--- src/emgrma_pkg.sv ---
package emgrma_pkg;

  localparam int unsigned WINDOW_DEF = 16;
  localparam int unsigned NCH        = 8;
  localparam int unsigned CH_W       = 8;
  localparam int unsigned SAMPLE_W   = 8;
  localparam int unsigned MEAN_W     = 16;
  localparam int unsigned CHSUM_W    = 11;
  localparam int unsigned RECIP_SH   = 24;
  localparam int unsigned RECIP_W    = RECIP_SH + 1;

  typedef struct packed {
    logic                update;
    logic [SAMPLE_W-1:0] sample;
  } fe_item_t;

  function automatic logic [SAMPLE_W-1:0] rect8(logic signed [CH_W-1:0] v);
    logic [CH_W-1:0] neg;
    neg = CH_W'(-v);
    return v[CH_W-1] ? SAMPLE_W'(neg) : SAMPLE_W'(v);
  endfunction

endpackage

--- src/emgrma_ram.sv ---
module emgrma_ram #(
  parameter int unsigned DW    = 8,
  parameter int unsigned DEPTH = 16,
  parameter int unsigned AW    = 4
) (
  input  logic          clk_i,
  input  logic          we_i,
  input  logic [AW-1:0] waddr_i,
  input  logic [DW-1:0] wdata_i,
  input  logic          re_i,
  input  logic [AW-1:0] raddr_i,
  output logic [DW-1:0] rdata_o
);

  logic [DW-1:0] mem_q [DEPTH];
  logic [DW-1:0] rdata_q;

  always_ff @(posedge clk_i) begin
    if (we_i) begin
      mem_q[waddr_i] <= wdata_i;
    end
    if (re_i) begin
      rdata_q <= mem_q[raddr_i];
    end
  end

  assign rdata_o = rdata_q;

endmodule

--- src/emgrma_front.sv ---
module emgrma_front
  import emgrma_pkg::*;
(
  input  logic                 clk_i,
  input  logic                 rst_ni,
  input  logic                 cfg_valid_i,
  output logic                 cfg_ready_o,
  input  logic                 cfg_data_i,
  input  logic                 in_valid_i,
  input  logic                 in_update_i,
  input  logic [NCH*CH_W-1:0]  in_ch_i,
  output fe_item_t             item_o
);

  logic               zero_fill_q, zero_fill_d;
  logic [CHSUM_W-1:0] chsum;

  assign cfg_ready_o = 1'b1;

  always_comb begin
    zero_fill_d = zero_fill_q;
    if (cfg_valid_i) begin
      zero_fill_d = cfg_data_i;
    end
  end

  always_ff @(posedge clk_i or negedge rst_ni) begin
    if (!rst_ni) begin
      zero_fill_q <= 1'b0;
    end else begin
      zero_fill_q <= zero_fill_d;
    end
  end

  // rectify and sum the channels, divide by the channel count
  always_comb begin
    chsum = '0;
    for (int c = 0; c < NCH; c++) begin
      chsum = chsum + CHSUM_W'(rect8(in_ch_i[c*CH_W +: CH_W]));
    end
  end

  always_comb begin
    item_o.update = in_update_i;
    item_o.sample = zero_fill_q ? '0 : SAMPLE_W'(chsum >> 3);
    if (!in_valid_i) begin
      item_o.update = 1'b0;
    end
  end

endmodule

--- src/emgrma_fifo.sv ---
module emgrma_fifo
  import emgrma_pkg::*;
(
  input  logic     clk_i,
  input  logic     rst_ni,
  input  logic     push_i,
  input  fe_item_t push_item_i,
  output logic     full_o,
  input  logic     pop_i,
  output logic     empty_o,
  output fe_item_t pop_item_o
);

  fe_item_t   slot_q [2];
  logic       wr_ptr_q, wr_ptr_d;
  logic       rd_ptr_q, rd_ptr_d;
  logic [1:0] cnt_q, cnt_d;
  logic       do_push, do_pop;

  assign full_o     = cnt_q == 2'd2;
  assign empty_o    = cnt_q == 2'd0;
  assign do_push    = push_i && !full_o;
  assign do_pop     = pop_i && !empty_o;
  assign pop_item_o = slot_q[rd_ptr_q];

  always_comb begin
    wr_ptr_d = wr_ptr_q ^ do_push;
    rd_ptr_d = rd_ptr_q ^ do_pop;
    cnt_d    = cnt_q + 2'(do_push) - 2'(do_pop);
  end

  always_ff @(posedge clk_i or negedge rst_ni) begin
    if (!rst_ni) begin
      wr_ptr_q <= 1'b0;
      rd_ptr_q <= 1'b0;
      cnt_q    <= 2'd0;
    end else begin
      wr_ptr_q <= wr_ptr_d;
      rd_ptr_q <= rd_ptr_d;
      cnt_q    <= cnt_d;
    end
  end

  always_ff @(posedge clk_i) begin
    if (do_push) begin
      slot_q[wr_ptr_q] <= push_item_i;
    end
  end

endmodule

--- src/emgrma_back.sv ---
module emgrma_back
  import emgrma_pkg::*;
#(
  parameter int unsigned WINDOW = WINDOW_DEF
) (
  input  logic              clk_i,
  input  logic              rst_ni,
  input  logic              q_vld_i,
  input  fe_item_t          q_item_i,
  output logic              q_pop_o,
  output logic              out_valid_o,
  input  logic              out_ready_i,
  output logic [MEAN_W-1:0] out_mean_o
);

  localparam int unsigned SLOT_W  = (WINDOW > 1) ? $clog2(WINDOW) : 1;
  localparam int unsigned SUM_MAX = 128 * WINDOW;
  localparam int unsigned SUM_W   = $clog2(SUM_MAX + 1);
  localparam int unsigned PROD_W  = SUM_W + RECIP_W;
  localparam int unsigned X_W     = SUM_W + 8;
  localparam int unsigned QW_W    = 25;
  localparam logic [RECIP_W-1:0] RECIP    = RECIP_W'((64'd1 << RECIP_SH) / WINDOW);
  localparam logic [QW_W-1:0]    W_Q      = QW_W'(WINDOW);
  localparam logic [QW_W-1:0]    W2_Q     = QW_W'(2 * WINDOW);
  localparam logic [SUM_W-1:0]   SUM_MAXQ = SUM_W'(SUM_MAX);
  localparam logic [SLOT_W:0]    SLOT_LIM = (SLOT_W + 1)'(WINDOW);
  localparam logic [SLOT_W-1:0]  SLOT_TOP = SLOT_W'(WINDOW - 1);

  logic                adv, pop, we;
  logic [SLOT_W-1:0]   slot_q, slot_d;
  logic [WINDOW-1:0]   vld_q;
  logic [SAMPLE_W-1:0] rdata;

  logic                s1_vld_q, s1_upd_q;
  logic [SAMPLE_W-1:0] s1_smp_q;
  logic [SLOT_W-1:0]   s1_addr_q;
  logic                vld_rd_q, fwd_q;
  logic [SAMPLE_W-1:0] fwd_dat_q;
  logic [SAMPLE_W-1:0] old;
  logic [SUM_W-1:0]    sum_q, sum_d;

  logic                s2_vld_q;
  logic [SUM_W-1:0]    s2_sum_q;
  logic                s3_vld_q;
  logic [SUM_W-1:0]    s3_sum_q;
  logic [PROD_W-1:0]   s3_prod_q;
  logic                s4_vld_q;
  logic [MEAN_W-1:0]   s4_qe_q;
  logic [QW_W-1:0]     s4_qw_q;
  logic [X_W-1:0]      s4_x_q;
  logic [MEAN_W-1:0]   qe;
  logic [QW_W-1:0]     rem;
  logic                out_vld_q;
  logic [MEAN_W-1:0]   mean_q;

  assign adv     = !out_vld_q || out_ready_i;
  assign pop     = adv && q_vld_i;
  assign q_pop_o = pop;
  assign we      = adv && s1_vld_q && s1_upd_q;

  always_comb begin
    slot_d = slot_q;
    if (pop && q_item_i.update) begin
      slot_d = (slot_q == SLOT_TOP) ? '0 : slot_q + 1'b1;
    end
  end

  emgrma_ram #(
    .DW    (SAMPLE_W),
    .DEPTH (WINDOW),
    .AW    (SLOT_W)
  ) u_ring (
    .clk_i   (clk_i),
    .we_i    (we),
    .waddr_i (s1_addr_q),
    .wdata_i (s1_smp_q),
    .re_i    (adv),
    .raddr_i (slot_q),
    .rdata_o (rdata)
  );

  // entry being replaced: bypass a same-slot write, never-written slots read as zero
  always_comb begin
    old = vld_rd_q ? rdata : '0;
    if (fwd_q) begin
      old = fwd_dat_q;
    end
    sum_d = sum_q;
    if (s1_vld_q && s1_upd_q) begin
      sum_d = sum_q - SUM_W'(old) + SUM_W'(s1_smp_q);
    end
  end

  assign qe  = MEAN_W'(s3_prod_q >> 16);
  assign rem = QW_W'(s4_x_q) - s4_qw_q;

  always_ff @(posedge clk_i or negedge rst_ni) begin
    if (!rst_ni) begin
      slot_q    <= '0;
      vld_q     <= '0;
      sum_q     <= '0;
      s1_vld_q  <= 1'b0;
      s2_vld_q  <= 1'b0;
      s3_vld_q  <= 1'b0;
      s4_vld_q  <= 1'b0;
      out_vld_q <= 1'b0;
      fwd_q     <= 1'b0;
      vld_rd_q  <= 1'b0;
    end else if (adv) begin
      slot_q    <= slot_d;
      sum_q     <= sum_d;
      if (we) begin
        vld_q[s1_addr_q] <= 1'b1;
      end
      vld_rd_q  <= vld_q[slot_q];
      fwd_q     <= we && (s1_addr_q == slot_q);
      s1_vld_q  <= pop;
      s2_vld_q  <= s1_vld_q;
      s3_vld_q  <= s2_vld_q;
      s4_vld_q  <= s3_vld_q;
      out_vld_q <= s4_vld_q;
    end
  end

  always_ff @(posedge clk_i) begin
    if (adv) begin
      s1_upd_q  <= q_item_i.update;
      s1_smp_q  <= q_item_i.sample;
      s1_addr_q <= slot_q;
      fwd_dat_q <= s1_smp_q;
      s2_sum_q  <= sum_d;
      s3_sum_q  <= s2_sum_q;
      s3_prod_q <= PROD_W'(s2_sum_q) * PROD_W'(RECIP);
      s4_qe_q   <= qe;
      s4_qw_q   <= QW_W'(qe) * W_Q;
      s4_x_q    <= X_W'(s3_sum_q) << 8;
      mean_q    <= s4_qe_q + MEAN_W'(rem >= W_Q);
    end
  end

  assign out_valid_o = out_vld_q;
  assign out_mean_o  = mean_q;

  a_sum_bound: assert property (@(posedge clk_i) disable iff (!rst_ni)
    sum_q <= SUM_MAXQ)
    else $error("window sum out of range");

  a_slot_bound: assert property (@(posedge clk_i) disable iff (!rst_ni)
    {1'b0, slot_q} < SLOT_LIM)
    else $error("write slot out of range");

  a_recip_err: assert property (@(posedge clk_i) disable iff (!rst_ni)
    s4_vld_q |-> (s4_x_q >= X_W'(s4_qw_q)) && (rem < W2_Q))
    else $error("reciprocal quotient estimate off by more than one");

  a_hold_stall: assert property (@(posedge clk_i) disable iff (!rst_ni)
    !adv |=> (sum_q == $past(sum_q)) && (slot_q == $past(slot_q)))
    else $error("ring state changed during stall");

endmodule

--- src/emg_rectified_moving_average.sv ---
// Eight-channel EMG rectified-mean boxcar filter. Each item on the slave stream
// carries eight signed 8-bit samples in tdata and an update flag in tuser; when
// update is set the block rectifies the channels, forms floor(sum/8) (or zero when
// the zero_fill register is set) and replaces the oldest entry of a WINDOW-deep
// ring. Every item yields one result, floor(ring_sum*256/WINDOW) as unsigned
// fixed point with 8 fraction bits. One item is accepted per cycle while the queue
// is not full; results pass through stages s1 to s4 and the output register.
// Throughput is set by the ring read-modify-write on a RAM with separate read and
// write ports, which runs once per cycle unless the output stalls, with a bypass
// for a same-slot write. Ring entries read as zero until first written, tracked
// by per-entry valid bits, so there is no clearing pass after reset.
module emg_rectified_moving_average
  import emgrma_pkg::*;
#(
  parameter int unsigned WINDOW = WINDOW_DEF
) (
  input  logic                clk_i,
  input  logic                rst_ni,
  input  logic                cfg_valid_i,
  output logic                cfg_ready_o,
  input  logic                cfg_data_i,     // zero_fill
  input  logic                s_axis_tvalid,
  output logic                s_axis_tready,
  input  logic [NCH*CH_W-1:0] s_axis_tdata,   // ch0, ch1, ..., ch7
  input  logic [0:0]          s_axis_tuser,   // update
  output logic                m_axis_tvalid,
  input  logic                m_axis_tready,
  output logic [MEAN_W-1:0]   m_axis_tdata    // mean_q8
);

  fe_item_t fe_item, q_item;
  logic     q_full, q_empty, q_pop, in_acc;

  assign s_axis_tready = !q_full;
  assign in_acc        = s_axis_tvalid && !q_full;

  emgrma_front u_front (
    .clk_i       (clk_i),
    .rst_ni      (rst_ni),
    .cfg_valid_i (cfg_valid_i),
    .cfg_ready_o (cfg_ready_o),
    .cfg_data_i  (cfg_data_i),
    .in_valid_i  (s_axis_tvalid),
    .in_update_i (s_axis_tuser[0]),
    .in_ch_i     (s_axis_tdata),
    .item_o      (fe_item)
  );

  emgrma_fifo u_queue (
    .clk_i       (clk_i),
    .rst_ni      (rst_ni),
    .push_i      (in_acc),
    .push_item_i (fe_item),
    .full_o      (q_full),
    .pop_i       (q_pop),
    .empty_o     (q_empty),
    .pop_item_o  (q_item)
  );

  emgrma_back #(
    .WINDOW (WINDOW)
  ) u_back (
    .clk_i       (clk_i),
    .rst_ni      (rst_ni),
    .q_vld_i     (!q_empty),
    .q_item_i    (q_item),
    .q_pop_o     (q_pop),
    .out_valid_o (m_axis_tvalid),
    .out_ready_i (m_axis_tready),
    .out_mean_o  (m_axis_tdata)
  );

endmodule

--- config.mk ---
export PLATFORM = sky130hd
export DESIGN_NAME = emg_rectified_moving_average
export DESIGN_NICKNAME = d
export VERILOG_FILES = /design/src/emgrma_pkg.sv /design/src/emgrma_ram.sv /design/src/emgrma_front.sv /design/src/emgrma_fifo.sv /design/src/emgrma_back.sv /design/src/emg_rectified_moving_average.sv
export SDC_FILE = /design/constraint.sdc
export NUM_CORES = 1
export LEC_CHECK = 0
export ABC_AREA = 1
export BUFFER_PORTS_ARGS = -buffer_cell sky130_fd_sc_hd__buf_2
export CAP_MARGIN = 10
export CORE_ASPECT_RATIO = 1.25
export CORE_UTILIZATION = 40
export DETAILED_ROUTE_END_ITERATION = 8
export PLACE_DENSITY_LB_ADDON = 0.08
export SYNTH_ARGS = -nofsm -noshare
export SYNTH_HDL_FRONTEND = slang
export SYNTH_SLANG_ARGS = --single-unit
export TNS_END_PERCENT = 50
--- constraint.sdc ---
create_clock -name clk_i -period 3 [get_ports clk_i]
set_clock_uncertainty 0.05 [all_clocks]
set_input_delay 0.15 -clock clk_i [delete_from_list [all_inputs] [get_ports clk_i]]
set_output_delay 0.15 -clock clk_i [all_outputs]
set_load 0.1 [all_outputs]
[Word level (Yosys, flattened, before mapping)]
Memory sizes are Yosys's and may differ from the RTL's. A register that Yosys moved wholly into a read port is not among the register bits.
Index checks and enable logic that the tools add are counted.
Widths: inputs -> output; s select.
Word-level totals
  register bits: 117
  memory bits (writable): 146
  output and inout port bits: 19
  logic and storage cells: 95
  memories kept: 2
Cells by class
  add/subtract/negate cells: 22
  magnitude comparators: 4
  equality and inequality tests: 3
  muxes and demuxes: 22
  bitwise logic cells: 3
  reductions and logical operators: 17
Memory list
  u_back.u_ring.mem_q: words 16, width 8, read ports 1, clocked after Yosys merged registers in 1, write ports 1, line emgrma_ram.sv:15  | logic [DW-1:0] mem_q [DEPTH];
  u_queue.slot_q: words 2, width 9, read ports 1, clocked after Yosys merged registers in 0, write ports 1, line emgrma_fifo.sv:14  | fe_item_t slot_q [2];
Operators with widths (count)
  $mux 8: 11
  $add 11x8->11: 6
  $neg 8->8: 8
  $ge 25x5->1 const B: 1
  $sub 20x20->21: 1
  $add 16x1->16: 1
  $or 16x16->16: 1
  $add 12x8->12: 1
  $mux 12: 1
  $sub 12x8->12: 1
  $logic_and 1x1->1: 10
  $lt 4x5->1 const B: 2
  $add 8x8->9: 1
  $mux 1: 7
  $add 4x1->4 const B: 1
  $bmux 1 s4: 1
  $demux 1 s4: 1
  $eq 4x4->1: 1
  $eq 4x4->1 const B: 1
  $ge 4x1->1 const B: 1
  $mux 4: 1
  $reduce_and 2->1: 2
  $logic_not 1->1: 3
  $add 2x1->2: 1
  other kinds (5): 6

[Longest topological paths before layout]
  depth after elaboration: 10
  depth in mapped cells: 28
  gate-level depth less buffers: 28

[Hierarchy]
A second synthesis with hierarchy kept.
Second synthesis, totals
  cells, all modules: 1465
  area total of the unflattened synthesis: 14321.2 µm²
By module, submodules not included
  emgrma_ram: instances 1, cells an instance 551, area each 5846.9 µm², seq. area each 4083.9 µm²
  emgrma_back: instances 1, cells an instance 437, area each 4819.6 µm², seq. area each 3047.9 µm²
  emgrma_front: instances 1, cells an instance 395, area each 2731.4 µm², seq. area each 25.0 µm²
  emgrma_fifo: instances 1, cells an instance 78, area each 905.9 µm², seq. area each 640.6 µm²
  emg_rectified_moving_average: instances 1, cells an instance 4, area each 17.5 µm², seq. area each 0.0 µm²

[Worst setup path before layout]
No wires, ideal clock.
  path kind: input to register
  start: input port s_axis_tdata[9]
  end: memory u_queue.slot_q[0][7] in the netlist's numbering, data pin
  setup time: 0.253 ns
  data arrival time: 4.707 ns
  required time: 2.697 ns
  path slack: -2.010 ns
  cell stages on the path: 26
  path through: inv_1 ha_1 inv_1 nor3_1 nor2_1 xor2_1 ha_1 a21o_1 nand3_1 nand3_1 xor2_1 fa_1 inv_1 fa_1 inv_1 fa_1 inv_1 fa_1 inv_1 ha_1 inv_1 o21ai_0 a21oi_1 nand4_1 nand2_1 nor2_1
RTL lines
  start: declaration: line emg_rectified_moving_average.sv:24  | input logic [NCH*CH_W-1:0] s_axis_tdata,
  end: declaration: line emgrma_fifo.sv:14

==> results.md <==
- Req. time, crit path: ~3.3 ns
- Failing checks: negative setup slack
- Drt total wl: about 33000 µm
- Initial DRC Count: 559
- First-pass GRT wire length: ~53000 µm
- Worst Hold Class: in2reg
- Port bufs: 84
- Clock buffer depth: 3
- Clock root cell: clkbuf_16
- Fin worst setup slack: -1.454 ns
- CP Launch Type: primary input
- Rel. slew slack: 0.3181
- Dpl hpwl: 24040 µm
- EDFF count, synth: 223
- Total number of vias: between 9000 and 10000
- Crit end category: flop
- R2R depth: 12
- Total GRT Usage: 0.1925
- Setup Crit Path Kind: in2reg
- TritonCTS clock tree: done
- Dpl cell area: about 0.016 mm²
- Antenna diodes: 0
- Vias per inst: 4.717
- Synth Instances: roughly 1400
- Final period utilization: 1.485
- FF+latch count, synth: between 200 and 300
- Worst skew pair latency: around 0.54 ns
- Hold path start: s_axis_tvalid
- Clk sinks: 267
- Worst EP arrival: approximately 4.7 ns
- Launching point of the worst reg2reg path: u_back.fwd_q
- Final instance area: roughly 0.017 mm²
- Post-synthesis sequential area ratio: 0.5515
- Wirelength per Cell: between 15 and 20 µm
- Final Core Density: 0.4975
- WHS Path Cells: 3
- H-Tree Level Count: 1
- Reg2reg setup slack: approximately 0.19 ns
- Initial core utilization: 0.4085
- Area of the core: 0.03461 mm²
- Antenna viol nets, final: 0
- Width of the die: roughly 170 µm
- Status: finished with violations
- Placer Congestion: 0.8862
- Gr ovfl total: 0
- Avg Inst Size Synth: between 10 and 15 µm²
- Total of max-cap violations: 0
- I/O pins: 90
- Hold Path End: u_queue.cnt_q[0]
- Row cnt: between 70 and 80
- Synth cell types: 49
- Largest net degree at the start of global routing: 63
- Initial antenna violation count: 0
- Pre-antenna DRT Iters: 5
- Tmin final: about 4.5 ns
- Worst R2R End: u_back.s2_sum_q[8]
- RSZ-0062 raised after global routing: true
- Number of global-route vias before repair: approximately 9900
- Worst slew pin tran: slightly above 1 ns
- Final nets: 1729
- Share of layout cells above drive strength 1: 0.2282
- Reg clk slew, reported paths: around 0.060 ns
- Max-slew violation count: 0
- # setup viols final: 16
- Synthesized area: 0.01414 mm²
- Die area: ~0.036 mm²
- Final Hold Viols: 0
- Die height: between 200 and 250 µm
- Layout area overhead: 21.79%
- Async set-or-reset flop fraction in the synthesized netlist: 0.1648
- Ys flop type: edfxtp_1
- CTS Buf Count: 26
- Yosys warns: 0
- DR DRC count: 0
- Worst-path maximum fanout: 4
- FMAX: approximately 220 MHz
-- registers in the layout, summed over array words and instances (netlist names), 2 cells and up --
signal	cells
u_back.fwd_dat_q	8
u_back.out_mean_o	12
u_back.s1_addr_q	4
u_back.s1_smp_q	8
u_back.s2_sum_q	12
u_back.s3_sum_q	12
u_back.s4_qe_q	12
u_back.slot_q	4
u_back.sum_q	12
u_back.u_ring.mem_q	128
u_back.u_ring.rdata_o	8
u_back.vld_q	16
u_queue.cnt_q	2
u_queue.slot_q	18
-- cell usage in the layout (no fill, tap or decap), types with 9 or more instances in the layout --
cell type  instances
a21oi_1           29
buf_2             80
buf_4            120
clkbuf_16         27
dfrtp_1           42
edfxtp_1         223
fa_1              45
ha_1              37
ha_4               9
inv_1            189
inv_2             14
nand2_1          261
nand2_2           11
nand3_1           64
nand4_1           14
nor2_1           104
nor2_2            12
o21ai_0           60
o21ai_1           21
o22ai_1           15
or2_1             14
xnor2_1           20
xor2_1            27
-- worst max-delay path, cell delays in order --
cell     delay [ns]
buf_12         0.11
inv_12         0.04
ha_4           0.12
inv_4          0.03
nor3_4         0.18
nor2_1         0.07
xor2_1         0.14
ha_1           0.36
a21o_1         0.20
nand3_1        0.09
nand3_2        0.08
xor2_1         0.17
fa_1           0.48
inv_1          0.05
fa_1           0.47
inv_1          0.05
fa_1           0.50
inv_1          0.05
fa_1           0.48
inv_2          0.05
ha_4           0.26
inv_4          0.08
o21ai_4        0.07
a21oi_2        0.16
nand4_1        0.11
nand2_1        0.08
nor2_2         0.05
-- what timing repair did --
item | in CTS | in global routing
pin swaps | 28 | 25
endpoints found under the hold margin | 44 | 0
hold buffers | 6 | 0
setup endpoints to repair | 16 | 17
buffers inserted | 2 | 2
gates resized for setup | 32 | 34
-- cell families (layout without fill, tap and decap cells) --
| kind of cell | Yosys count | count (layout) | share of synthesized area |
|---|---|---|---|
| and+or+nand+nor | 518 | 518 | 0.1592 |
| DFF | 267 | 267 | 0.5515 |
| buffers and inverters | 252 | 475 | 0.07716 |
| AOI/OAI and AO/OA | 168 | 168 | 0.06663 |
| adders and majority gates | 92 | 92 | 0.1058 |
| xor gates and xnor gates | 53 | 53 | 0.03283 |
| muxes | 8 | 8 | 0.006371 |
| other | 2 | 5 | 0.0005311 |
-- cell usage after synthesis (11+ instances only) --
library cell  count  area share
a21oi_1          38       0.013
xnor2_1          23       0.014
nand3_1          68       0.024
nand4_1          14      0.0062
or2_1            14      0.0062
xor2_1           30       0.019
o21ai_0          66       0.023
buf_2            12      0.0042
inv_1           205       0.054
fa_1             46       0.065
nor2_1          113       0.030
dfrtp_1          44       0.078
edfxtp_1        223        0.47
o21ai_1          20      0.0071
buf_4            11      0.0058
ha_1             46       0.041
o22ai_1          15      0.0066
buf_6            11      0.0088
nand2_1         273       0.072
-- stage by stage --
stage	hold WS, ns	TNS, ns	std cells	worst slack [ns]
3_5_place_dp	0.3465	-32.86	1996	-2.137
5_1_grt	0.1708	-24.68	2054	-1.632
3_3_place_gp	0.3399	-32.10	1996	-2.061
2_1_floorplan	-0.1956	-24.34	1363	-1.673
4_1_cts	0.1403	-21.49	2052	-1.444
6_report	0.1655	-21.67	2054	-1.454
-- routing by layer --
layer | part of all wire | global-route usage
met1 | 0.42 | 0.2347
met2 | 0.53 | 0.3588
met3 | 0.035 | 0.01917
met4 | 0.021 | 0.05219
met5 | 0 | 0
-- area by class of cell --
class | count | area (µm²)
Clock buffer | 38 | 747.0
Timing Repair Buffer | 213 | 1483
Tap cell | 468 | 585.6
Inverter | 214 | 844.6
Multi-Input combinational cell | 844 | 5685
Fill cell | 3261 | 17390
Sequential cell | 267 | 7800
Clock inverter | 10 | 76.32
-- worst max path at each step --
stage | end | slack (ns) | start | cells after the start
after detailed placement | u_queue.slot_q[0][6] | -2.14 | s_axis_tdata[1] | 24
after floorplan | u_queue.slot_q[0][7] | -1.67 | s_axis_tdata[1] | 27
after CTS | u_queue.slot_q[1][7] | -1.44 | s_axis_tdata[9] | 26
after global placement | u_queue.slot_q[0][6] | -2.06 | s_axis_tdata[1] | 26
final | u_queue.slot_q[1][7] | -1.45 | s_axis_tdata[1] | 27
after global routing | u_queue.slot_q[1][7] | -1.63 | s_axis_tdata[1] | 28
Power is not shown: default switching activity piles up to over one toggle a cycle in this logic, so the estimate is an artifact.
